`config.mk`:
```
export PLATFORM = sky130hd
export DESIGN_NAME = fan_level_hysteresis_control_top
export DESIGN_NICKNAME = d
export VERILOG_FILES = /design/src/design/flhc_pkg.sv /design/src/design/flhc_cfg.sv /design/src/design/flhc_step.sv /design/src/design/fan_level_hysteresis_control_top.sv
export VERILOG_INCLUDE_DIRS = /design/src /design/src/design
export SDC_FILE = /design/constraint.sdc
export NUM_CORES = 1
export LEC_CHECK = 0
export BUFFER_PORTS_ARGS = -buffer_cell sky130_fd_sc_hd__buf_2
export CAP_MARGIN = 30
export CORE_AREA = 4 4 136 86
export CTS_BUF_LIST = sky130_fd_sc_hd__clkbuf_4
export DETAILED_ROUTE_END_ITERATION = 7
export DIE_AREA = 0 0 140 90
export PLACE_DENSITY = 0.52
export SLEW_MARGIN = 5
export SYNTH_ARGS = -nofsm -noshare
export SYNTH_HDL_FRONTEND = slang
export SYNTH_HIERARCHICAL = 1
export SYNTH_SLANG_ARGS = --single-unit
```
`constraint.sdc`:
```
create_clock -name i_clk -period 4.62 [get_ports i_clk]
set_clock_uncertainty 0.05 [all_clocks]
set_input_delay 0.231 -clock i_clk [delete_from_list [all_inputs] [get_ports i_clk]]
set_output_delay 0.231 -clock i_clk [all_outputs]
set_load 0.02 [all_outputs]
```
`src/design/fan_level_hysteresis_control_top_assert.svh`:
```
// ----------------------------------------------------------------------------
// Fan level hysteresis control - assertion macros
// Concurrent assertion wrappers, empty when synthesizing.
// ----------------------------------------------------------------------------
`ifndef FAN_LEVEL_HYSTERESIS_CONTROL_TOP_ASSERT_SVH
`define FAN_LEVEL_HYSTERESIS_CONTROL_TOP_ASSERT_SVH

`ifndef SYNTHESIS

// Property checked at every clock edge outside reset.
`define FLHC_ASSERT(label, prop, msg) \
    label: assert property (@(posedge i_clk) disable iff (!i_rst_n) (prop)) \
        else $error(msg);

// Same-cycle implication outside reset.
`define FLHC_ASSERT_IMPL(label, ante, cons, msg) \
    label: assert property (@(posedge i_clk) disable iff (!i_rst_n) (ante) |-> (cons)) \
        else $error(msg);

// Next-cycle implication outside reset.
`define FLHC_ASSERT_NEXT(label, ante, cons, msg) \
    label: assert property (@(posedge i_clk) disable iff (!i_rst_n) (ante) |=> (cons)) \
        else $error(msg);

`else

`define FLHC_ASSERT(label, prop, msg)
`define FLHC_ASSERT_IMPL(label, ante, cons, msg)
`define FLHC_ASSERT_NEXT(label, ante, cons, msg)

`endif

`endif

```
`src/design/flhc_pkg.sv`:
```
`timescale 1ns / 1ps
`default_nettype none
// ----------------------------------------------------------------------------
// Fan level hysteresis control - package
// Shared types, register indexes and reset values.
// ----------------------------------------------------------------------------
package flhc_pkg;

    localparam int unsigned CfgIdxW  = 3;
    localparam int unsigned CfgDataW = 8;

    localparam logic [CfgIdxW-1:0] REG_FIRST_THR  = 3'd0;
    localparam logic [CfgIdxW-1:0] REG_SECOND_THR = 3'd1;
    localparam logic [CfgIdxW-1:0] REG_THIRD_THR  = 3'd2;
    localparam logic [CfgIdxW-1:0] REG_RISE_MARGIN = 3'd3;
    localparam logic [CfgIdxW-1:0] REG_HOLD_TICKS = 3'd4;

    localparam logic [7:0] RST_FIRST_THR   = 8'd30;
    localparam logic [7:0] RST_SECOND_THR  = 8'd40;
    localparam logic [7:0] RST_THIRD_THR   = 8'd50;
    localparam logic [5:0] RST_RISE_MARGIN = 6'd5;
    localparam logic [6:0] RST_HOLD_TICKS  = 7'd60;

    localparam logic [7:0] ABSENT_MARK = 8'hff;
    localparam logic [7:0] BAND3_TOP   = 8'hff;

    typedef enum logic [1:0] {
        BAND_0 = 2'd0,
        BAND_1 = 2'd1,
        BAND_2 = 2'd2,
        BAND_3 = 2'd3
    } t_band;

    typedef struct packed {
        logic [7:0] first_threshold;
        logic [7:0] second_threshold;
        logic [7:0] third_threshold;
        logic [5:0] rise_margin;
        logic [6:0] hold_ticks;
    } t_cfg;

    typedef struct packed {
        logic       sensor_absent;
        logic       level_changed;
        logic [1:0] speed_level;
    } t_result;

endpackage
`default_nettype wire

```
`src/design/flhc_cfg.sv`:
```
`timescale 1ns / 1ps
`default_nettype none
// ----------------------------------------------------------------------------
// Fan level hysteresis control - configuration registers
// Write-only register file holding thresholds, margin and hold count.
// ----------------------------------------------------------------------------
module flhc_cfg (
    input  wire logic                          i_clk,
    input  wire logic                          i_rst_n,
    input  wire logic                          i_cfg_we,
    input  wire logic [flhc_pkg::CfgIdxW-1:0]  i_cfg_index,
    input  wire logic [flhc_pkg::CfgDataW-1:0] i_cfg_wdata,
    output flhc_pkg::t_cfg                     o_cfg
);
    import flhc_pkg::*;

    t_cfg r_cfg;
    t_cfg n_cfg;

    always_comb begin
        n_cfg = r_cfg;
        if (i_cfg_we) begin
            unique case (i_cfg_index)
                REG_FIRST_THR:   n_cfg.first_threshold  = i_cfg_wdata;
                REG_SECOND_THR:  n_cfg.second_threshold = i_cfg_wdata;
                REG_THIRD_THR:   n_cfg.third_threshold  = i_cfg_wdata;
                REG_RISE_MARGIN: n_cfg.rise_margin      = i_cfg_wdata[5:0];
                REG_HOLD_TICKS:  n_cfg.hold_ticks       = i_cfg_wdata[6:0];
                default:         n_cfg = r_cfg;
            endcase
        end
    end

    always_ff @(posedge i_clk) begin
        if (!i_rst_n) begin
            r_cfg.first_threshold  <= RST_FIRST_THR;
            r_cfg.second_threshold <= RST_SECOND_THR;
            r_cfg.third_threshold  <= RST_THIRD_THR;
            r_cfg.rise_margin      <= RST_RISE_MARGIN;
            r_cfg.hold_ticks       <= RST_HOLD_TICKS;
        end else begin
            r_cfg <= n_cfg;
        end
    end

    assign o_cfg = r_cfg;

endmodule
`default_nettype wire

```
`src/design/flhc_step.sv`:
```
`timescale 1ns / 1ps
`default_nettype none
// ----------------------------------------------------------------------------
// Fan level hysteresis control - band tracker
// Band state, below-band counter and the per-sample decision logic.
// ----------------------------------------------------------------------------
`include "fan_level_hysteresis_control_top_assert.svh"

module flhc_step (
    input  wire logic       i_clk,
    input  wire logic       i_rst_n,
    input  wire logic       i_fire,
    input  wire logic [7:0] i_temp_raw,
    input  wire flhc_pkg::t_cfg i_cfg,
    output flhc_pkg::t_result o_res
);
    import flhc_pkg::*;

    t_band      r_band;
    t_band      n_band;
    logic       r_chosen;
    logic [6:0] r_below_count;
    logic [6:0] n_below_count;

    logic       absent;
    logic       le_first;
    logic       le_second;
    logic       le_third;
    t_band      pick;
    logic [7:0] band_top;
    logic [8:0] rise_limit;
    logic       go_up;
    logic       below;
    logic [7:0] count_inc;
    logic       hold_hit;
    logic       leave;

    // absent sensor reads as -1: below every threshold, never above a band top
    assign absent    = (i_temp_raw == ABSENT_MARK);
    assign le_first  = absent || (i_temp_raw <= i_cfg.first_threshold);
    assign le_second = absent || (i_temp_raw <= i_cfg.second_threshold);
    assign le_third  = absent || (i_temp_raw <= i_cfg.third_threshold);

    always_comb begin
        if (le_first)       pick = BAND_0;
        else if (le_second) pick = BAND_1;
        else if (le_third)  pick = BAND_2;
        else                pick = BAND_3;
    end

    always_comb begin
        unique case (r_band)
            BAND_0:  begin band_top = i_cfg.first_threshold;  below = 1'b0;      end
            BAND_1:  begin band_top = i_cfg.second_threshold; below = le_first;  end
            BAND_2:  begin band_top = i_cfg.third_threshold;  below = le_second; end
            BAND_3:  begin band_top = BAND3_TOP;              below = le_third;  end
            default: begin band_top = BAND3_TOP;              below = 1'b0;      end
        endcase
    end

    assign rise_limit = {1'b0, band_top} + {3'b000, i_cfg.rise_margin};
    assign go_up      = !absent && ({1'b0, i_temp_raw} > rise_limit);
    assign count_inc  = {1'b0, r_below_count} + 8'd1;
    assign hold_hit   = (count_inc >= {1'b0, i_cfg.hold_ticks});
    assign leave      = go_up || (below && hold_hit);

    always_comb begin
        n_band        = r_band;
        n_below_count = r_below_count;
        if (!r_chosen || leave) begin
            n_band        = pick;
            n_below_count = '0;
        end else if (below) begin
            n_below_count = count_inc[6:0];
        end
    end

    always_ff @(posedge i_clk) begin
        if (!i_rst_n) begin
            r_band        <= BAND_0;
            r_chosen      <= 1'b0;
            r_below_count <= '0;
        end else if (i_fire) begin
            r_band        <= n_band;
            r_chosen      <= 1'b1;
            r_below_count <= n_below_count;
        end
    end

    assign o_res.speed_level   = n_band;
    assign o_res.level_changed = !r_chosen || (n_band != r_band);
    assign o_res.sensor_absent = absent;

    `FLHC_ASSERT(a_count_range, r_below_count != 7'h7f, "below count out of range")
    `FLHC_ASSERT_IMPL(a_unpicked_idle, !r_chosen, (r_band == BAND_0) && (r_below_count == 7'd0), "state moved before first pick")
    `FLHC_ASSERT_NEXT(a_change_clears, i_fire && r_chosen && (n_band != r_band), r_below_count == 7'd0, "count kept across band change")
    `FLHC_ASSERT_NEXT(a_hold_below, i_fire && r_chosen && !go_up && !below, r_below_count == $past(r_below_count), "count moved without below-band sample")

endmodule
`default_nettype wire

```
`src/design/fan_level_hysteresis_control_top.sv`:
```
`timescale 1ns / 1ps
`default_nettype none
// Pipeline: each sample passes the input register, then the result register,
// before its fan level request is offered.
// Throughput: one sample per cycle while the output is not stalled.
// Reset: synchronous active low; thresholds 30/40/50, margin 5, hold 60,
// no band picked yet, both pipeline registers empty.
// ----------------------------------------------------------------------------
// Fan level hysteresis control - top level
// Stream in temperature samples, stream out fan level requests.
// ----------------------------------------------------------------------------
module fan_level_hysteresis_control_top (
    input  wire logic                          i_clk,
    input  wire logic                          i_rst_n,
    input  wire logic                          i_s_tvalid,
    output logic                               o_s_tready,
    input  wire logic [7:0]                    i_s_tdata,   // [7:0] temp_raw
    output logic                               o_m_tvalid,
    input  wire logic                          i_m_tready,
    // [1:0] speed_level, [2] level_changed, [3] sensor_absent, [7:4] zero
    output logic [7:0]                         o_m_tdata,
    input  wire logic                          i_cfg_we,
    input  wire logic [flhc_pkg::CfgIdxW-1:0]  i_cfg_index,
    input  wire logic [flhc_pkg::CfgDataW-1:0] i_cfg_wdata
);
    import flhc_pkg::*;

    t_cfg    cfg;
    t_result res;

    logic       r_in_valid;
    logic [7:0] r_in_temp;
    logic       r_out_valid;
    t_result    r_out_res;
    logic       fire;

    flhc_cfg u_cfg (
        .i_clk       (i_clk),
        .i_rst_n     (i_rst_n),
        .i_cfg_we    (i_cfg_we),
        .i_cfg_index (i_cfg_index),
        .i_cfg_wdata (i_cfg_wdata),
        .o_cfg       (cfg)
    );

    flhc_step u_step (
        .i_clk      (i_clk),
        .i_rst_n    (i_rst_n),
        .i_fire     (fire),
        .i_temp_raw (r_in_temp),
        .i_cfg      (cfg),
        .o_res      (res)
    );

    // sample moves into the result register when that slot is free or draining
    assign fire       = r_in_valid && (!r_out_valid || i_m_tready);
    assign o_s_tready = !r_in_valid || fire;

    always_ff @(posedge i_clk) begin
        if (!i_rst_n) begin
            r_in_valid  <= 1'b0;
            r_out_valid <= 1'b0;
        end else begin
            if (o_s_tready) begin
                r_in_valid <= i_s_tvalid;
            end
            if (fire) begin
                r_out_valid <= 1'b1;
            end else if (i_m_tready) begin
                r_out_valid <= 1'b0;
            end
        end
    end

    always_ff @(posedge i_clk) begin
        if (o_s_tready && i_s_tvalid) begin
            r_in_temp <= i_s_tdata;
        end
        if (fire) begin
            r_out_res <= res;
        end
    end

    assign o_m_tvalid = r_out_valid;
    assign o_m_tdata  = {4'b0000, r_out_res};

endmodule
`default_nettype wire
```
-- Yosys cells after proc, flatten, opt, wreduce, memory -nomap -nowiden
Index checks and enable logic that the tools add are counted.
- $add $sub $neg: 2
- order comparisons: 5
- eq/ne operators: 9
- muxes and demuxes: 10
- reduce and logical (&&, ||, !) cells: 26
- operators with widths (kind ; number):
    case mux 8 bit (4 select lines) ; 1
    <= comparator 8 bit ; 3
    2-to-1 mux 7 bit ; 2
    AND reduction 2 bit ; 6
    adder 8 x 6 -> 9 bit ; 1
    greater-than comparator 8 x 9 -> 1 bit ; 1
    adder 7 x 1 -> 8 bit (second input constant) ; 1
    == test 8 bit (second input constant) ; 1
    >= comparator 8 x 7 -> 1 bit ; 1
    logical OR 1 bit ; 8
    == test 3 x 2 -> 1 bit (second input constant) ; 2
    2-to-1 mux 2 bit ; 3
    == test 2 bit (second input constant) ; 2
    logical AND 1 bit ; 4
    logical NOT 1 bit ; 4
    case mux 1 bit (4 select lines) ; 1
    nonzero test 2 bit ; 2
    == test 3 x 1 -> 1 bit (second input constant) ; 1
    == test 3 bit (second input constant) ; 1
    logical NOT 3 bit ; 1
    2-to-1 mux 1 bit ; 3
    == test 2 x 1 -> 1 bit (second input constant) ; 1
    logical NOT 2 bit ; 1
    != test 2 bit ; 1
- bits in registers: 61
- bits of input ports: 24
- output and inout bits: 10
- logic and storage cells: 66

-- Depth between registers and ports, before layout
- depth in word-level cells: 10
- mapped depth: 21
- depth with buffers taken out: 19

-- Cells and area by module
The synthesis kept the hierarchy.
- by module, submodules not included (module ; instances ; cells each ; area an instance (um^2) ; seq. area each (um^2)):
    flhc_step ; 1 ; 261 ; 2084.5 ; 200.2
    flhc_cfg ; 1 ; 143 ; 1480.2 ; 740.7
    fan_level_hysteresis_control_top ; 1 ; 26 ; 498.0 ; 400.4

-- Worst setup path before layout
No wires, ideal clock.
- path type: reg-to-reg
- start: register u_step.r_band[0]
- end: register r_out_res, in the netlist o_m_tdata[0], data pin
- setup time: 262 ps
- arrival time: 3935 ps
- required time: 4308 ps
- setup slack: 373 ps
- cell stages (with the launch flop): 20
- buffers on the path: 1
- cell sequence: dfxtp_1 -> buf_1 -> mux2i_1 -> a21oi_1 -> ha_1 -> a21o_1 -> a21o_1 -> a21o_1 -> a21oi_1 -> nor2b_1 -> o21ai_1 -> xor2_1 -> ha_1 -> nand3_1 -> nor3_1 -> a311oi_2 -> a21boi_2 -> and2b_4 -> a31oi_2 -> mux2_1
- RTL lines (what ; RTL line ; text):
    start: declaration ; flhc_step.sv:19 ; t_band r_band;
    start signal: assignment ; flhc_step.sv:84 ; r_band <= n_band;
    end signal: assignment ; fan_level_hysteresis_control_top.sv:80 ; r_out_res <= res;
    end: declaration ; fan_level_hysteresis_control_top.sv:34 ; t_result r_out_res;

==> impl_results.md <==
* Outcome: complete, no violations
* Top Family by Delay on Critical Path: compound AO/OA/AOI/OAI gates
* CP bufs+invs at 0
* DR WL/cell at 17.2 µm
* CP peak stage delay at 470 ps
* Largest net degree at the start of global routing at 41
* Worst hold margin at 47.8 ps
* Area leader, netlist: dfxtp_1
* Dominant synthesized flop cell: dfxtp_1
* Grt ovf at 0
* Setup violators final at 0
* Fin crit period at 4320 ps
* Clk pwr share at 0.326
* Core area at 10400 µm²
* Sequential share of the synthesized area at 0.330
* Top cell type's share of synthesized area at 0.241
* Total wire length at 10.5 mm
* Yosys warns at 6
* Critical Path Sink Type: flop
* Skew-Pair Late Insertion Delay at 430 ps
* Starting density of the core at 0.391
* First-pass DRT Iterations at 5
* Max-cap viol count at 0
* Via count at 3186
* Die height at 90 µm
* Post-DP HPWL at 8.25 mm
* Critical Path Most Common Cell: a21o_1
* Die ar. at 12600 µm²
* RSZ-0062 raised after global routing: no
* Crit path kind: flop to flop
* Static leakage at 2.06 nW
* Logic pwr share at 0.202
* Row count at 29
* Synth Register Bits at 61
* Iteration-0 DRC Markers at 212
* Inserted Diodes at 0
* First-pass GRT wire length at 16.7 mm
* Arrival @ worst endpoint at 4440 ps
* Clk root buf: clkbuf_4
* CP Data Required Time at 4740 ps
* Cell Area, Synth at 4060 µm²
* Final slew viol count at 0
* Nets at 541
* Worst setup SP type: flop
* VDD IR max at 0.108 mV
* Port Buf Inserts at 29
* CP Cell Sequence: nand2b_1 -> nor2_1 -> a21oi_1 -> ha_1 -> a21o_1 -> a21o_1 -> a21o_1 -> a21oi_1 -> nor2b_1 -> o21ai_1 -> xor2_1 -> ha_1 -> nand3_1 -> nor3_1 -> a311oi_2 -> a21boi_2 -> and2b_4 -> a31oi_2 -> mux2_1
* Longest Clk Path Bufs at 2
* DRC viols at 0
* CTS sink cnt at 61
* Share of layout cells above drive strength 1 at 0.135
* Tot GR Track Use at 0.170
* Post-CTS setup buffer count at 0
* Slew Limit Headroom at 0.518
* Hold Fails Final Rpt at 0
* Pwr dens at 270 nW/µm²
* EDFF count, synth at 12
* Fillcell total at 1035
* Share of power burned in registers at 0.472
* Switching pwr at 0.388 mW
* TNS Setup at 0 ps
* IO Count at 34
* Switching Fraction at 0.315
* Post-synthesis cell count at 430
* Internal Pwr Total at 0.845 mW
* Cts bufs inserted at 9
* Cell variety after synth at 61
* Slew at the pin with the worst max-slew slack at 722 ps
* Register clock-pin slew on the reported worst setup and hold paths at 120 ps
* Crit-path slowest cell: dfxtp_1
* Die width at 140 µm
* H-tree depth at 3
* Via density at 5.21
* CTS tree: built
* Vias in the first global route at 3003
* Slack of the worst reg-to-reg path at 300 ps
* Area Growth Syn to Fin at 12.5%
* Post-route ant nets at 0
* Syn_area_per_cell at 9.45 µm²
* GPL Wtd Cong at 0.931
* Tcrit/Tclk final at 0.936
* Async S/R FF share, synth at 0
* Class of the worst hold path: primary input to flop
* Number of antenna violations at the first check in global routing at 0
* Leading post-synthesis cells by cell area: dfxtp_1 24%, ha_1 15%, mux2i_1 11%
* Achievable Freq at 231 MHz
* Critical Path Fanout Max at 6
-- synth_stat cells (7+ instances only) --
library cell,n
inv_1,32
nand2_1,43
a21o_1,7
ha_1,48
mux2i_1,45
nand3_1,7
dfxtp_1,49
nor2_1,13
nand4_1,9
nor2b_1,26
xnor2_1,9
a21oi_1,23
o21ai_1,9
clkbuf_1,10
edfxtp_1,12
-- cells in the final DEF, fill, tap and decap left out, types with 7 or more instances in the layout --
cell	count
dfxtp_1	48
ha_1	48
mux2i_1	45
nand2_1	43
inv_1	32
buf_2	30
nor2b_1	26
a21oi_1	23
nor2_1	13
dlygate4sd3_1	12
edfxtp_1	12
clkbuf_4	9
o21ai_1	9
nand4_1	9
xnor2_1	9
a21o_1	7
nand3_1	7
-- path summary, 6_finish.rpt --
path,from,to,cells after the start
worst max register to register,u_step/r_band[0],o_m_tdata[1],19
worst max-delay path,u_step/r_band[0],o_m_tdata[1],19
worst min-delay path,i_cfg_wdata[0],u_cfg/o_cfg[7],3
worst min register to register,u_cfg/o_cfg[6],u_cfg/o_cfg[6],2
-- per-layer routing --
layer | track usage | vias up | part of all wire
met5 | 0 | - | 0
met1 | 0.284 | 1497 | 0.57
met4 | 0.0460 | 0 | 0.011
met3 | 0.0392 | 9 | 0.060
li1 | - | 1590 | -
met2 | 0.208 | 90 | 0.36
-- registers in the layout, summed over array words and instances (netlist names) --
name,count
u_step/r_below_count,7
u_step/r_band,2
u_cfg/o_cfg,37
r_in_temp,8
o_m_tvalid,1
u_step/r_chosen,1
r_in_valid,1
o_m_tdata,4
-- area by class of cell --
cell class | count | area, µm² | area share
clock buffer | 9 | 67.6 | 0.0148
clock inverter | 7 | 83.8 | 0.0183
inverter | 33 | 138 | 0.0301
multi-input combinational | 318 | 2470 | 0.541
sequential | 61 | 1340 | 0.294
tap | 139 | 174 | 0.0381
timing repair buffer | 45 | 293 | 0.0641
-- worst min-delay path: cells and delay by family --
kind	cells	cell delay [ps]
buf+inv	1	90
mux	1	120
simple gates	1	40
-- metrics by stage --
stage                     utilization  total power, mW  cells  cell area [µm²]  worst slack (ps)
after floorplan                     -            0.766    433             4070               373
after global placement          0.414            0.827    583             4290               407
after detailed placement        0.414            0.833    584             4300               282
after CTS                       0.440             1.25    612             4570               261
after global routing            0.440             1.31    612             4570              24.0
final                           0.440             1.23    612             4570               295
-- power by group through the flow --
stage / registers (mW) / clock network (mW) / logic, mW
after floorplan: 0.588 / 0 / 0.179
after CTS: 0.582 / 0.422 / 0.249
after detailed placement: 0.594 / 0 / 0.239
final: 0.582 / 0.402 / 0.249
after global routing: 0.584 / 0.443 / 0.280
after global placement: 0.594 / 0 / 0.233
-- cell families (layout without fill, tap and decap cells) --
kind of cell	Yosys count	count (layout)	synth area share
muxes	47	47	0.116
other	1	4	0.000923
xor gates and xnor gates	13	13	0.0280
AOI/OAI and AO/OA	76	76	0.128
and+or+nand+nor	129	129	0.180
DFF	61	61	0.330
buffers and inverters	54	94	0.0641
adders and majority gates	49	49	0.153
-- repair_timing --
action / 4_1_cts / 5_1_grt
hold buffers: 12 / 0
endpoints found under the hold margin: 15 / 0
gates resized for setup: 0 / 1
endpoints found under the setup margin: 0 / 1
No activity file was read; power rests on OpenSTA's default activity.
